===== src/sagen_pkg.sv =====
// Shared types and constants of the sensor arrival time generator.
// No dependencies; used by every module in src.
package sagen_pkg;

    localparam int MAX_SENSORS     = 32;
    localparam int COORD_FRAC_BITS = 8;
    localparam int SPEED_FRAC_BITS = 14;
    localparam int TIME_FRAC_BITS  = 8;
    localparam int DELAY_SHIFT     = COORD_FRAC_BITS + SPEED_FRAC_BITS - TIME_FRAC_BITS;

    localparam int IDX_W   = 5;
    localparam int CNT_W   = 6;
    localparam int COORD_W = 24;
    localparam int PITCH_W = 16;
    localparam int SPEED_W = 16;
    localparam int TIME_W  = 32;
    localparam int CFG_W   = 24;
    localparam int BASE_W  = 25;
    localparam int PACC_W  = 21;
    localparam int DX_W    = 26;
    localparam int AY_W    = 24;
    localparam int RAD_W   = 52;
    localparam int ROOT_W  = 26;
    localparam int REM_W   = 28;
    localparam int PROD_W  = ROOT_W + SPEED_W;
    localparam int DLY_W   = PROD_W - DELAY_SHIFT;

    typedef enum logic [1:0] {
        REG_LEFT_X    = 2'd0,
        REG_PITCH     = 2'd1,
        REG_COUNT     = 2'd2,
        REG_INV_SPEED = 2'd3
    } cfg_reg_t;

    typedef struct packed {
        logic signed [COORD_W-1:0] source_x;
        logic signed [COORD_W-1:0] source_y;
        logic [TIME_W-1:0]         emit_time;
    } in_item_t;

    typedef struct packed {
        logic [IDX_W-1:0]  sensor_index;
        logic [TIME_W-1:0] arrival_time;
        logic              last_sensor;
    } out_item_t;

    typedef struct packed {
        logic signed [COORD_W-1:0] left_x;
        logic [PITCH_W-1:0]        pitch;
        logic [CNT_W-1:0]          count;
        logic [SPEED_W-1:0]        inv_speed;
    } cfg_t;

    typedef struct packed {
        logic [IDX_W-1:0]  idx;
        logic              last;
        logic [TIME_W-1:0] t0;
    } side_t;

endpackage


===== src/sagen_seq.sv =====
// Per-source sequencer: takes one source and issues one dx per sensor.
// Depends on sagen_pkg.
module sagen_seq (
    input  logic                              clk,
    input  logic                              rst_n,
    input  logic                              adv,
    input  logic                              in_valid,
    output logic                              in_stall,
    input  sagen_pkg::in_item_t               in_data,
    input  sagen_pkg::cfg_t                   cfg,
    output logic                              s0_vld,
    output logic signed [sagen_pkg::DX_W-1:0] s0_dx,
    output logic [sagen_pkg::AY_W-1:0]        s0_ay,
    output sagen_pkg::side_t                  s0_side
);

    logic                                busy_reg, busy_next;
    logic [sagen_pkg::IDX_W-1:0]         k_reg, k_next;
    logic [sagen_pkg::CNT_W-1:0]         n_reg, n_next;
    logic signed [sagen_pkg::BASE_W-1:0] base_reg, base_next;
    logic [sagen_pkg::PACC_W-1:0]        pacc_reg, pacc_next;
    logic [sagen_pkg::AY_W-1:0]          ay_reg, ay_next;
    logic [sagen_pkg::TIME_W-1:0]        t0_reg, t0_next;
    logic                                vld_reg, vld_next;
    logic signed [sagen_pkg::DX_W-1:0]   dx_reg, dx_next;
    logic [sagen_pkg::AY_W-1:0]          oay_reg, oay_next;
    sagen_pkg::side_t                    side_reg, side_next;

    logic                        acc;
    logic                        issue_last;
    logic [sagen_pkg::CNT_W-1:0] n_sat;

    assign acc        = in_valid && !busy_reg;
    assign in_stall   = busy_reg;
    assign n_sat      = (cfg.count > sagen_pkg::CNT_W'(sagen_pkg::MAX_SENSORS))
                        ? sagen_pkg::CNT_W'(sagen_pkg::MAX_SENSORS) : cfg.count;
    assign issue_last = (k_reg == sagen_pkg::IDX_W'(n_reg - 1'b1));

    always_comb
    begin
        busy_next = busy_reg;
        k_next    = k_reg;
        n_next    = n_reg;
        base_next = base_reg;
        pacc_next = pacc_reg;
        ay_next   = ay_reg;
        t0_next   = t0_reg;
        vld_next  = vld_reg;
        dx_next   = dx_reg;
        oay_next  = oay_reg;
        side_next = side_reg;
        if (acc)
        begin
            busy_next = (n_sat != '0);
            k_next    = '0;
            n_next    = n_sat;
            base_next = {cfg.left_x[sagen_pkg::COORD_W-1], cfg.left_x}
                      - {in_data.source_x[sagen_pkg::COORD_W-1], in_data.source_x};
            pacc_next = '0;
            ay_next   = in_data.source_y[sagen_pkg::COORD_W-1]
                        ? sagen_pkg::AY_W'(-in_data.source_y)
                        : sagen_pkg::AY_W'(in_data.source_y);
            t0_next   = in_data.emit_time;
        end
        if (adv)
        begin
            vld_next = busy_reg;
            if (busy_reg)
            begin
                dx_next        = sagen_pkg::DX_W'(base_reg)
                               + $signed({{(sagen_pkg::DX_W-sagen_pkg::PACC_W){1'b0}}, pacc_reg});
                oay_next       = ay_reg;
                side_next.idx  = k_reg;
                side_next.last = issue_last;
                side_next.t0   = t0_reg;
                k_next         = k_reg + 1'b1;
                pacc_next      = sagen_pkg::PACC_W'(pacc_reg + cfg.pitch);
                busy_next      = !issue_last;
            end
        end
    end

    always_ff @(posedge clk or negedge rst_n)
    begin
        if (!rst_n)
        begin
            busy_reg <= 1'b0;
            vld_reg  <= 1'b0;
        end
        else
        begin
            busy_reg <= busy_next;
            vld_reg  <= vld_next;
        end
    end

    always_ff @(posedge clk)
    begin
        k_reg    <= k_next;
        n_reg    <= n_next;
        base_reg <= base_next;
        pacc_reg <= pacc_next;
        ay_reg   <= ay_next;
        t0_reg   <= t0_next;
        dx_reg   <= dx_next;
        oay_reg  <= oay_next;
        side_reg <= side_next;
    end

    assign s0_vld  = vld_reg;
    assign s0_dx   = dx_reg;
    assign s0_ay   = oay_reg;
    assign s0_side = side_reg;

`ifndef SYNTH
    a_k_in_range: assert property (@(posedge clk) disable iff (!rst_n)
        busy_reg |-> (6'(k_reg) < n_reg))
        else $error("sensor index beyond count");
    a_last_ends: assert property (@(posedge clk) disable iff (!rst_n)
        (busy_reg && adv && issue_last) |=> !busy_reg)
        else $error("sequencer kept running after last sensor");
    a_start: assert property (@(posedge clk) disable iff (!rst_n)
        (acc && n_sat != '0) |=> (busy_reg && k_reg == '0 && pacc_reg == '0))
        else $error("sequencer did not start at sensor zero");
`endif

endmodule


===== config.mk =====
export PLATFORM = sky130hd
export DESIGN_NAME = sagen_seq
export DESIGN_NICKNAME = d
export VERILOG_FILES = /design/src/sagen_pkg.sv /design/src/sagen_seq.sv
export SDC_FILE = /design/constraint.sdc
export NUM_CORES = 1
export LEC_CHECK = 0
export BUFFER_PORTS_ARGS = -buffer_cell sky130_fd_sc_hd__buf_2
export CAP_MARGIN = 40
export CORE_ASPECT_RATIO = 0.5
export CORE_MARGIN = 2
export CORE_UTILIZATION = 58
export DETAILED_ROUTE_END_ITERATION = 6
export GPL_ROUTABILITY_DRIVEN = 0
export PLACE_DENSITY = 0.82
export REMOVE_ABC_BUFFERS = 1
export SLEW_MARGIN = 20
export SYNTH_ARGS = -nofsm -noshare
export SYNTH_HDL_FRONTEND = slang
export SYNTH_SLANG_ARGS = --single-unit

===== constraint.sdc =====
create_clock -name clk -period 7 [get_ports clk]
set_input_delay 0.35 -clock clk [delete_from_list [all_inputs] [get_ports clk]]
set_output_delay 0.35 -clock clk [all_outputs]
set_load 0.01 [all_outputs]

==> reports/metrics.cfg <==
[power]
ir_worst_vdd_uv=169
p_leak_nw=4.91
cell_internal_pwr_mw=2.80
power_frac_comb=0.336
p_per_area_nw_per_um2=349
p_sw_mw=1.38
swShare=0.330
clkPwrFrac=0.254
seqPwrFrac=0.410

[sta]
setup_tns_ns=0
hold_slack_ns=0.0330
maxSlewViolCount=0
rsz0062_at_grt=no
timing.final.crit_period_ns=2.74
worst_pin_slew_ns=0.842
finalSetupViolations=0
min_period_over_period=0.392
finalHoldViolCount=0
fmax_ghz=0.364
max-slew-margin-rel=0.436
skew_ns=0.0152

[synthesis]
seq_area_frac_synth=0.582
synth_ff_type=edfxtp_1
synthCells=814
yosysWarnings=0
synth_top_cell_by_area=edfxtp_1
synthMuxAreaShare=0.00402
synth_compound_area_frac=0.148
synth_top_family_by_area=compound AO/OA/AOI/OAI gates
synth-edff-count=174
synth_area_leaders=edfxtp_1 (52%), ha_1 (8.0%), dfxtp_1 (5.2%), xnor2_1 (5.1%), a21oi_1 (2.6%)
synth_simple_gate_area_frac=0.0900
synth_top_area_frac=0.524
yosysUniqueCellTypes=63
synth_adder_area_share=0.0864
synth_xor_area_frac=0.0677
synth.avg_cell_area_um2=12.2
ys_async_sr_fraction=0.00990
ys_ff_latch=202
syn_area_um2=9960

[final_layout]
final_common_cell=buf_2
drive_above_1_share=0.254
layout_common_cells=buf_2 (219), edfxtp_1 (174), ha_1 (64)
layout.nets=1256
ff_latch_area_um2=5800
largest_reg_flops=38
multi_input_area_um2=3940
fill_cells=1154
synthToLayoutAreaGrowth_pct=20.2

[cts]
insertion_delay_ns=0.49
path_clk_slew_ns=0.06
numCtsBuffers=19
cts-root-buf=clkbuf_16
cts_tree=done
cts.sink_count=202
htree_levels=1
ctsLongestPathBuffers=3
post_cts_buffers=0

[min_path]
min-delay-start=in_data[29]
hold_class=input pin to flop
holdPathStages=1
min_to=t0_reg[29]

[place]
io_buffers=219
dp_hpwl_um=15200

[grt]
grt_pass1_wl_um=33800
grt_pass1_vias=6959
antenna_found_initial=1
grt_util_all_layers=0.226
grt_overflow=0
grt_max_degree=68

[critical_path]
reg2reg_from=in_stall
cp_data_required_time_ns=7.40
r2r_cells=5
startpoint_type=flop
end_kind=flop
crit_fanout=37
r2r_end=pacc_reg[3]
crit_type=flop to flop
reg2reg_slack_ns=4.26
crit_arrival_ns=3.14

[routing]
detail-route-antenna-nets=0
drc=0
dr.first_iter.drc_count=455
drt-total-wl_um=21000
first_pass_iters=4
via_per_inst=5.58
vias=7165
routedWlPerCell_um=16.3

[floorplanning]
row_count=33
core_um2=16600
fp.dieArea_um2=18300
die_h_um=96.7
start_util=0.600
die_w_um=189
ios=236

[flow_run]
cap_violations=0

[run_status]
outcome=complete, no violations

## how the worst max path moves through the flow
stage / endpoint / slack (ns) / cells after the start / startpoint
after floorplan: pacc_reg[14] / 3.35 / 5 / in_stall
after global placement: base_reg[24] / 4.29 / 10 / in_data[56]
after detailed placement: pacc_reg[3] / 4.21 / 6 / in_valid
after CTS: pacc_reg[3] / 4.24 / 5 / in_stall
after global routing: pacc_reg[8] / 3.97 / 5 / in_stall
final: pacc_reg[3] / 4.26 / 5 / in_stall
## area by class of cell
cell class              instances  area share
diodes                          1    0.000209
clock buffers                  23      0.0426
clock inverters                11      0.0113
inverters                      45      0.0144
multi-input cells             552       0.329
flip-flops and latches        202       0.484
well taps                     227      0.0237
repair buffers                223      0.0943
## stage by stage
step	power [mW]	std cells	setup WS, ns	util	instance area, um^2
6_report	4.18	1284	4.26	0.721	12000
5_1_grt	4.43	1284	3.97	0.721	12000
4_1_cts	4.19	1283	4.24	0.721	12000
3_5_place_dp	3.11	1248	4.21	0.682	11300
3_3_place_gp	3.05	1248	4.29	0.682	11300
2_1_floorplan	2.71	799	3.35	-	9910
## power by group through the flow
stage	Sequential, mW	Clock, mW	Combinational, mW
after floorplan	1.77	0	0.940
after global placement	1.73	0	1.33
after detailed placement	1.74	0	1.37
after CTS	1.71	1.08	1.39
after global routing	1.74	1.13	1.56
final	1.72	1.06	1.40
## cell families (layout without fill, tap and decap cells)
| logic type | count (synthesis) | count (layout) |
|---|---|---|
| AO/OA/AOI/OAI | 221 | 221 |
| XOR/XNOR | 77 | 77 |
| adder cells (fa/ha/maj) | 67 | 67 |
| buffers and inverters | 60 | 302 |
| flip-flops | 202 | 202 |
| multiplexers | 4 | 4 |
| other | 0 | 1 |
| AND/OR/NAND/NOR | 183 | 183 |
## metal layers
layer,routed length (um),part of all wire,track usage
met1,9220,0.44,0.306
met5,0,0,0
met4,519,0.025,0.0632
met3,1370,0.065,0.0330
met2,9880,0.47,0.383
## Yosys cell counts (all sizes together) (12+ instances only)
library cell  number
a211oi            13
a21o              21
a31oi             12
nor3              12
edfxtp           174
xor2              19
o21ai             54
dfxtp             26
o21a              12
xnor2             58
nand3             18
o31ai             13
a21oi             54
nand2             57
clkbuf            13
nor2              42
inv               45
nand2b            13
ha                64
## worst max-delay path, cell delays in order, from the launching register on
cell and delay (ns):
dfrtp_1 0.38, nand2b_1 0.49, clkinv_2 0.69, nor2_1 0.87
nand2_1 0.13, o31ai_1 0.09
## timing repair
item | 4_1_cts | 5_1_grt
hold buffers | 1 | 0
endpoints found under the hold margin | 2 | 0
resized for setup | 0 | 0
setup endpoints to repair | 0 | 0
Power figures use the tool's default switching activity.
