[config.mk]
export PLATFORM = sky130hd
export DESIGN_NAME = sagen_sqrt
export DESIGN_NICKNAME = d
export VERILOG_FILES = /design/src/sagen_pkg.sv /design/src/sagen_sqrt.sv
export SDC_FILE = /design/constraint.sdc
export NUM_CORES = 2
export LEC_CHECK = 0
export BUFFER_PORTS_ARGS = -buffer_cell sky130_fd_sc_hd__buf_2
export CORE_MARGIN = 5
export CORE_UTILIZATION = 45
export CTS_CLUSTER_DIAMETER = 40
export DETAILED_ROUTE_END_ITERATION = 7
export SLEW_MARGIN = 30
export SYNTH_ARGS = -nofsm -noshare
export SYNTH_HDL_FRONTEND = slang
export SYNTH_SLANG_ARGS = --single-unit
[constraint.sdc]
create_clock -name clk -period 3.9 [get_ports clk]
set_input_delay 0.78 -clock clk [delete_from_list [all_inputs] [get_ports clk]]
set_output_delay 0.78 -clock clk [all_outputs]
set_load 0.1 [all_outputs]
[src/sagen_pkg.sv]
// Shared types and constants of the sensor arrival time generator.
// No dependencies; used by every module in src.
package sagen_pkg;

    localparam int MAX_SENSORS     = 32;
    localparam int COORD_FRAC_BITS = 8;
    localparam int SPEED_FRAC_BITS = 14;
    localparam int TIME_FRAC_BITS  = 8;
    localparam int DELAY_SHIFT     = COORD_FRAC_BITS + SPEED_FRAC_BITS - TIME_FRAC_BITS;

    localparam int IDX_W   = 5;
    localparam int CNT_W   = 6;
    localparam int COORD_W = 24;
    localparam int PITCH_W = 16;
    localparam int SPEED_W = 16;
    localparam int TIME_W  = 32;
    localparam int CFG_W   = 24;
    localparam int BASE_W  = 25;
    localparam int PACC_W  = 21;
    localparam int DX_W    = 26;
    localparam int AY_W    = 24;
    localparam int RAD_W   = 52;
    localparam int ROOT_W  = 26;
    localparam int REM_W   = 28;
    localparam int PROD_W  = ROOT_W + SPEED_W;
    localparam int DLY_W   = PROD_W - DELAY_SHIFT;

    typedef enum logic [1:0] {
        REG_LEFT_X    = 2'd0,
        REG_PITCH     = 2'd1,
        REG_COUNT     = 2'd2,
        REG_INV_SPEED = 2'd3
    } cfg_reg_t;

    typedef struct packed {
        logic signed [COORD_W-1:0] source_x;
        logic signed [COORD_W-1:0] source_y;
        logic [TIME_W-1:0]         emit_time;
    } in_item_t;

    typedef struct packed {
        logic [IDX_W-1:0]  sensor_index;
        logic [TIME_W-1:0] arrival_time;
        logic              last_sensor;
    } out_item_t;

    typedef struct packed {
        logic signed [COORD_W-1:0] left_x;
        logic [PITCH_W-1:0]        pitch;
        logic [CNT_W-1:0]          count;
        logic [SPEED_W-1:0]        inv_speed;
    } cfg_t;

    typedef struct packed {
        logic [IDX_W-1:0]  idx;
        logic              last;
        logic [TIME_W-1:0] t0;
    } side_t;

endpackage

[src/sagen_sqrt.sv]
// Pipelined floored integer square root, one result bit per stage.
// Depends on sagen_pkg.
module sagen_sqrt (
    input  logic                          clk,
    input  logic                          rst_n,
    input  logic                          adv,
    input  logic                          in_vld,
    input  logic [sagen_pkg::RAD_W-1:0]   in_rad,
    input  sagen_pkg::side_t              in_side,
    output logic                          out_vld,
    output logic [sagen_pkg::ROOT_W-1:0]  out_root,
    output sagen_pkg::side_t              out_side
);

    localparam int N = sagen_pkg::ROOT_W;

    logic                         vld_reg  [N];
    logic [sagen_pkg::RAD_W-1:0]  rad_reg  [N];
    logic [sagen_pkg::REM_W-1:0]  rem_reg  [N];
    logic [sagen_pkg::ROOT_W-1:0] root_reg [N];
    sagen_pkg::side_t             side_reg [N];

    for (genvar g = 0; g < N; g++)
    begin : g_stage
        logic                           c_vld;
        logic [sagen_pkg::RAD_W-1:0]    c_rad;
        logic [sagen_pkg::REM_W-1:0]    c_rem;
        logic [sagen_pkg::ROOT_W-1:0]   c_root;
        sagen_pkg::side_t               c_side;
        logic [sagen_pkg::REM_W+1:0]    remx;
        logic [sagen_pkg::REM_W+1:0]    trial;
        logic                           take;

        if (g == 0)
        begin : g_first
            assign c_vld  = in_vld;
            assign c_rad  = in_rad;
            assign c_rem  = '0;
            assign c_root = '0;
            assign c_side = in_side;
        end
        else
        begin : g_next
            assign c_vld  = vld_reg[g-1];
            assign c_rad  = rad_reg[g-1];
            assign c_rem  = rem_reg[g-1];
            assign c_root = root_reg[g-1];
            assign c_side = side_reg[g-1];
        end

        assign remx  = {c_rem, c_rad[sagen_pkg::RAD_W-1 -: 2]};
        assign trial = {2'b00, c_root, 2'b01};
        assign take  = (remx >= trial);

        always_ff @(posedge clk or negedge rst_n)
        begin
            if (!rst_n)
            begin
                vld_reg[g] <= 1'b0;
            end
            else if (adv)
            begin
                vld_reg[g] <= c_vld;
            end
        end

        always_ff @(posedge clk)
        begin
            if (adv)
            begin
                rad_reg[g]  <= {c_rad[sagen_pkg::RAD_W-3:0], 2'b00};
                rem_reg[g]  <= take ? sagen_pkg::REM_W'(remx - trial)
                                    : sagen_pkg::REM_W'(remx);
                root_reg[g] <= {c_root[sagen_pkg::ROOT_W-2:0], take};
                side_reg[g] <= c_side;
            end
        end
    end

    assign out_vld  = vld_reg[N-1];
    assign out_root = root_reg[N-1];
    assign out_side = side_reg[N-1];

endmodule

==> flow_summary_export.csv <==
group,metric,value,unit
clocking,cts_hold_repair.buffers,88,
clocking,clk_pin_slew,0.05,ns
detailed_routing,routedWlPerCell,17.4,microns
finish,drive_above_1_share,13.6,%
floorplanning,starting_utilization_of_the_core_area,45.2,%
clocking,root_buffer,"sky130_fd_sc_hd__clkbuf_16",
timing,setup-tns-final,0,ns
power_and_ir_drop,cellLeakagePower,0.0480,uW
min_path,hold_path_startpoint,"in_rad[43]",
synthesis,synth.area.mux_share,0.833,%
detailed_routing,routed-via-count,57200,
synthesis,yosysUniqueCellTypes,89,
clocking,clk_latency,0.97,ns
global_routing,number_of_global_route_vias_before_repair,57800,
floorplanning,fp.dieArea,250000,sq um
global_routing,grt_remaining_overflow,0,
detailed_routing,postRouteAntennaNets,0,
outcome,run_status,"completed",
synthesis,ys_ff_latch,2677,
synthesis,async_reset_ff_share,0.971,%
timing,clock_skew,0.0706,ns
floorplanning,num_io_pins,159,
floorplanning,placement_rows,179,
global_routing,largest_net_degree_at_the_start_of_global_routing,131,
detailed_routing,wl_met2,95100,microns
floorplanning,core_area,238000,sq um
detailed_routing,routed_via_density,5.11,
floorplanning,die_w,500,microns
timing,finalSetupViolCount,0,
global_routing,antenna_violations_before_repair,5,
timing,final_critical_path_share_of_the_clock_period,94.2,%
clocking,cts_resized,0,
synthesis,post_synth_main_area_contributors,"sky130_fd_sc_hd__edfxtp_1, sky130_fd_sc_hd__ha_1, sky130_fd_sc_hd__xnor2_1, sky130_fd_sc_hd__xor2_1, sky130_fd_sc_hd__inv_1",
clocking,max-clock-path-buffers,4,
power_and_ir_drop,vdd_ir_drop_max,0.360,mV
detailed_routing,drt-pass1-iter-count,7,
detailed_routing,wl_met1,82500,microns
synthesis,synth_top_family_by_area,"simple AND/OR/NAND/NOR gates",
placed_design,sum_of_net_half_perimeters_after_detailed_placement,131000,microns
synthesis,synth-xor-area-share,4.38,%
worst_setup_path,worst-path-max-fanout,4,
min_path,worstHoldEndpoint,"rad_reg[0][43]$_DFFE_PP_",
worst_setup_path,worstReg2RegStart,"rem_reg[4][84]$_DFFE_PP_",
clocking,cts.sink_count,2677,
synthesis,synthesized_area,108000,sq um
clocking,post-cts-setup-buffers,0,
timing,worst_slew_margin_rel,32.5,%
placed_design,port_buffers,158,
worst_setup_path,timing.reg2reg.worst_path_depth,11,
synthesis,mappedNetlistNets,7475,
worst_setup_path,worst-endpoint-required,4.55,ns
synthesis,synth_sequential_area_ratio,74.4,%
finish,layout_common_cells,"sky130_fd_sc_hd__edfxtp_1, sky130_fd_sc_hd__inv_1, sky130_fd_sc_hd__nand2_1, sky130_fd_sc_hd__clkbuf_16, sky130_fd_sc_hd__nor2_1",
power_and_ir_drop,power.density,645,nW/um^2
timing,fmaxAchievable,272,MHz
job,max_capacitance_violation_total,0,
detailed_routing,met3RoutedLength,9410,microns
synthesis,synth_area_leader_cell,"sky130_fd_sc_hd__edfxtp_1",
detailed_routing,dr.first_iter.drc_count,3679,
finish,mostFrequentLayoutCell,"sky130_fd_sc_hd__edfxtp_1",
placed_design,place_congestion,0.899,
clocking,cts-buffers-inserted,407,
synthesis,syn-mean-instance-area,15.4,sq um
detailed_routing,routed_wl,194000,microns
worst_setup_path,worstReg2RegEnd,"rem_reg[5][25]$_DFFE_PP_",
finish,largest_register_ff_count,988,
clocking,tritoncts,"built",
worst_setup_path,timing.reg2reg.setup_slack,0.23,ns
timing,grt_setup_unrepaired,"no",
global_routing,track_usage,15.4,%
timing,tightestPinTransition,0.999,ns
synthesis,synth_top_area_share,73.8,%
detailed_routing,maxUsedRoutingLayer,"met5",
finish,flow.area_growth_from_synthesis,19.3,%
clocking,htreeDepth,5,
worst_setup_path,criticalPathCategory,"register to register",
timing,final_period_demand_of_the_worst_path,3.67,ns
synthesis,synth-simple-area-share,7.10,%
min_path,hold_path_depth,1,
synthesis,ys_dominant_reg_cell,"sky130_fd_sc_hd__edfxtp_1",
worst_setup_path,worst_setup_path_start_kind,"register",
floorplanning,die_y,500,microns
timing,hold_violations,0,
synthesis,synth_compound_gate_area_share,6.83,%
synthesis,yosysWarnings,0,
finish,final_net_count,8161,
synthesis,yosys.area_share.adder,4.40,%
timing,final-max-slew-violation-count,0,
worst_setup_path,arrival,4.32,ns
synthesis,synth_edf_count,2651,
min_path,min_path_type,"input port to register",
finish,final_core_util,54.0,%
global_routing,grt_pass1_wl,309000,microns
detailed_routing,post-route-drc-count,0,
synthesis,syn_inst,7002,
worst_setup_path,cp-end-kind,"register",
==> report_power, final <==
group	switching, uW	internal (uW)
Sequential	1630	35200
Clock	13100	23500
Combinational	5590	3950
Total	20300	62700
==> per-layer routing <==
| metal | GRT usage, % | vias up |
|---|---|---|
| li1 | - | 27900 |
| met4 | 6.03 | 2 |
| met1 | 19.4 | 27600 |
| met5 | 0 | - |
| met3 | 3.29 | 457 |
| met2 | 26.1 | 1284 |
==> stage by stage <==
stage | setup WS [ns] | cell area [sq um] | hold WS [ns] | total power [uW] | instances
2_1_floorplan | 0.711 | 108000 | 0.400 | 43500 | 7002
3_3_place_gp | 0.402 | 114000 | 0.400 | 46600 | 10400
3_5_place_dp | 0.340 | 114000 | 0.405 | 46800 | 10400
4_1_cts | 0.290 | 129000 | 0.0164 | 84000 | 11200
5_1_grt | 0.0332 | 129000 | 0.0352 | 86700 | 11200
6_report | 0.226 | 129000 | 0.119 | 82900 | 11200
==> synth_stat cells (7+ instances only) <==
| master | count |
|---|---|
| sky130_fd_sc_hd__a2111oi_0 | 16 |
| sky130_fd_sc_hd__a211o_1 | 10 |
| sky130_fd_sc_hd__a211oi_1 | 30 |
| sky130_fd_sc_hd__a21boi_0 | 14 |
| sky130_fd_sc_hd__a21o_1 | 143 |
| sky130_fd_sc_hd__a21oi_1 | 345 |
| sky130_fd_sc_hd__a31o_2 | 7 |
| sky130_fd_sc_hd__a31oi_1 | 39 |
| sky130_fd_sc_hd__a41oi_1 | 7 |
| sky130_fd_sc_hd__and2_1 | 13 |
| sky130_fd_sc_hd__and3_1 | 22 |
| sky130_fd_sc_hd__and4_1 | 13 |
| sky130_fd_sc_hd__buf_1 | 13 |
| sky130_fd_sc_hd__clkbuf_1 | 84 |
| sky130_fd_sc_hd__dfrtp_1 | 26 |
| sky130_fd_sc_hd__edfxtp_1 | 2651 |
| sky130_fd_sc_hd__ha_1 | 379 |
| sky130_fd_sc_hd__inv_1 | 478 |
| sky130_fd_sc_hd__mux2_2 | 69 |
| sky130_fd_sc_hd__mux2i_1 | 11 |
| sky130_fd_sc_hd__nand2_1 | 432 |
| sky130_fd_sc_hd__nand2b_1 | 73 |
| sky130_fd_sc_hd__nand3_1 | 92 |
| sky130_fd_sc_hd__nand3b_1 | 22 |
| sky130_fd_sc_hd__nand4_1 | 57 |
| sky130_fd_sc_hd__nand4b_1 | 10 |
| sky130_fd_sc_hd__nor2_1 | 391 |
| sky130_fd_sc_hd__nor2b_1 | 52 |
| sky130_fd_sc_hd__nor3_1 | 143 |
| sky130_fd_sc_hd__nor3b_1 | 11 |
| sky130_fd_sc_hd__nor4_1 | 89 |
| sky130_fd_sc_hd__o211ai_1 | 23 |
| sky130_fd_sc_hd__o21a_1 | 66 |
| sky130_fd_sc_hd__o21ai_0 | 318 |
| sky130_fd_sc_hd__o21bai_1 | 30 |
| sky130_fd_sc_hd__o31a_1 | 7 |
| sky130_fd_sc_hd__o31ai_1 | 45 |
| sky130_fd_sc_hd__o41ai_1 | 15 |
| sky130_fd_sc_hd__or2_2 | 21 |
| sky130_fd_sc_hd__or3_1 | 55 |
| sky130_fd_sc_hd__or4_1 | 37 |
| sky130_fd_sc_hd__xnor2_1 | 290 |
| sky130_fd_sc_hd__xor2_1 | 249 |
==> cell families (layout without fill, tap and decap cells) <==
kind of cell,count (synthesis),count (layout)
buffers and inverters,581,1601
AND/OR/NAND/NOR,1561,1561
flip-flops,2677,2677
XOR/XNOR,539,539
other,1,3
AO/OA/AOI/OAI,1183,1183
adder cells (fa/ha/maj),379,379
multiplexers,81,81
==> worst max-delay path, cell delays in order, from the launching register on <==
cell and delay [ns]:
sky130_fd_sc_hd__edfxtp_1 0.38, sky130_fd_sc_hd__ha_1 0.36, sky130_fd_sc_hd__o21a_1 0.13, sky130_fd_sc_hd__o21ai_0 0.34, sky130_fd_sc_hd__a21oi_1 0.23, sky130_fd_sc_hd__o311ai_1 0.38
sky130_fd_sc_hd__buf_4 0.21, sky130_fd_sc_hd__o21ai_0 0.12, sky130_fd_sc_hd__o41a_1 0.35, sky130_fd_sc_hd__a21o_1 0.19, sky130_fd_sc_hd__a2111oi_0 0.53, sky130_fd_sc_hd__xor2_1 0.13
==> area by class of cell <==
type / count / area [sq um]
antenna: 2 / 5.00
multi-input combinational: 3744 / 25500
sequential: 2677 / 80300
tap: 3167 / 3960
inverter: 481 / 1810
timing repair buffer: 377 / 3130
fill: 19200 / 110000
clock inverter: 301 / 3660
clock buffer: 442 / 10400
==> how the worst max path moves through the flow <==
stage                                         from  cells past startpoint                        end  slack, ns
after floorplan           rem_reg[5][29]$_DFFE_PP_                     11   rem_reg[5][57]$_DFFE_PP_       0.71
after global placement    rem_reg[5][31]$_DFFE_PP_                     12   rem_reg[5][83]$_DFFE_PP_       0.40
after detailed placement  rem_reg[5][59]$_DFFE_PP_                     10  rem_reg[5][111]$_DFFE_PP_       0.34
after CTS                 rem_reg[5][59]$_DFFE_PP_                     10  rem_reg[5][111]$_DFFE_PP_       0.29
after global routing      rem_reg[2][56]$_DFFE_PP_                     11  rem_reg[2][109]$_DFFE_PP_       0.03
final                     rem_reg[4][84]$_DFFE_PP_                     11   rem_reg[5][25]$_DFFE_PP_       0.23
Power figures use the tool's default switching activity.
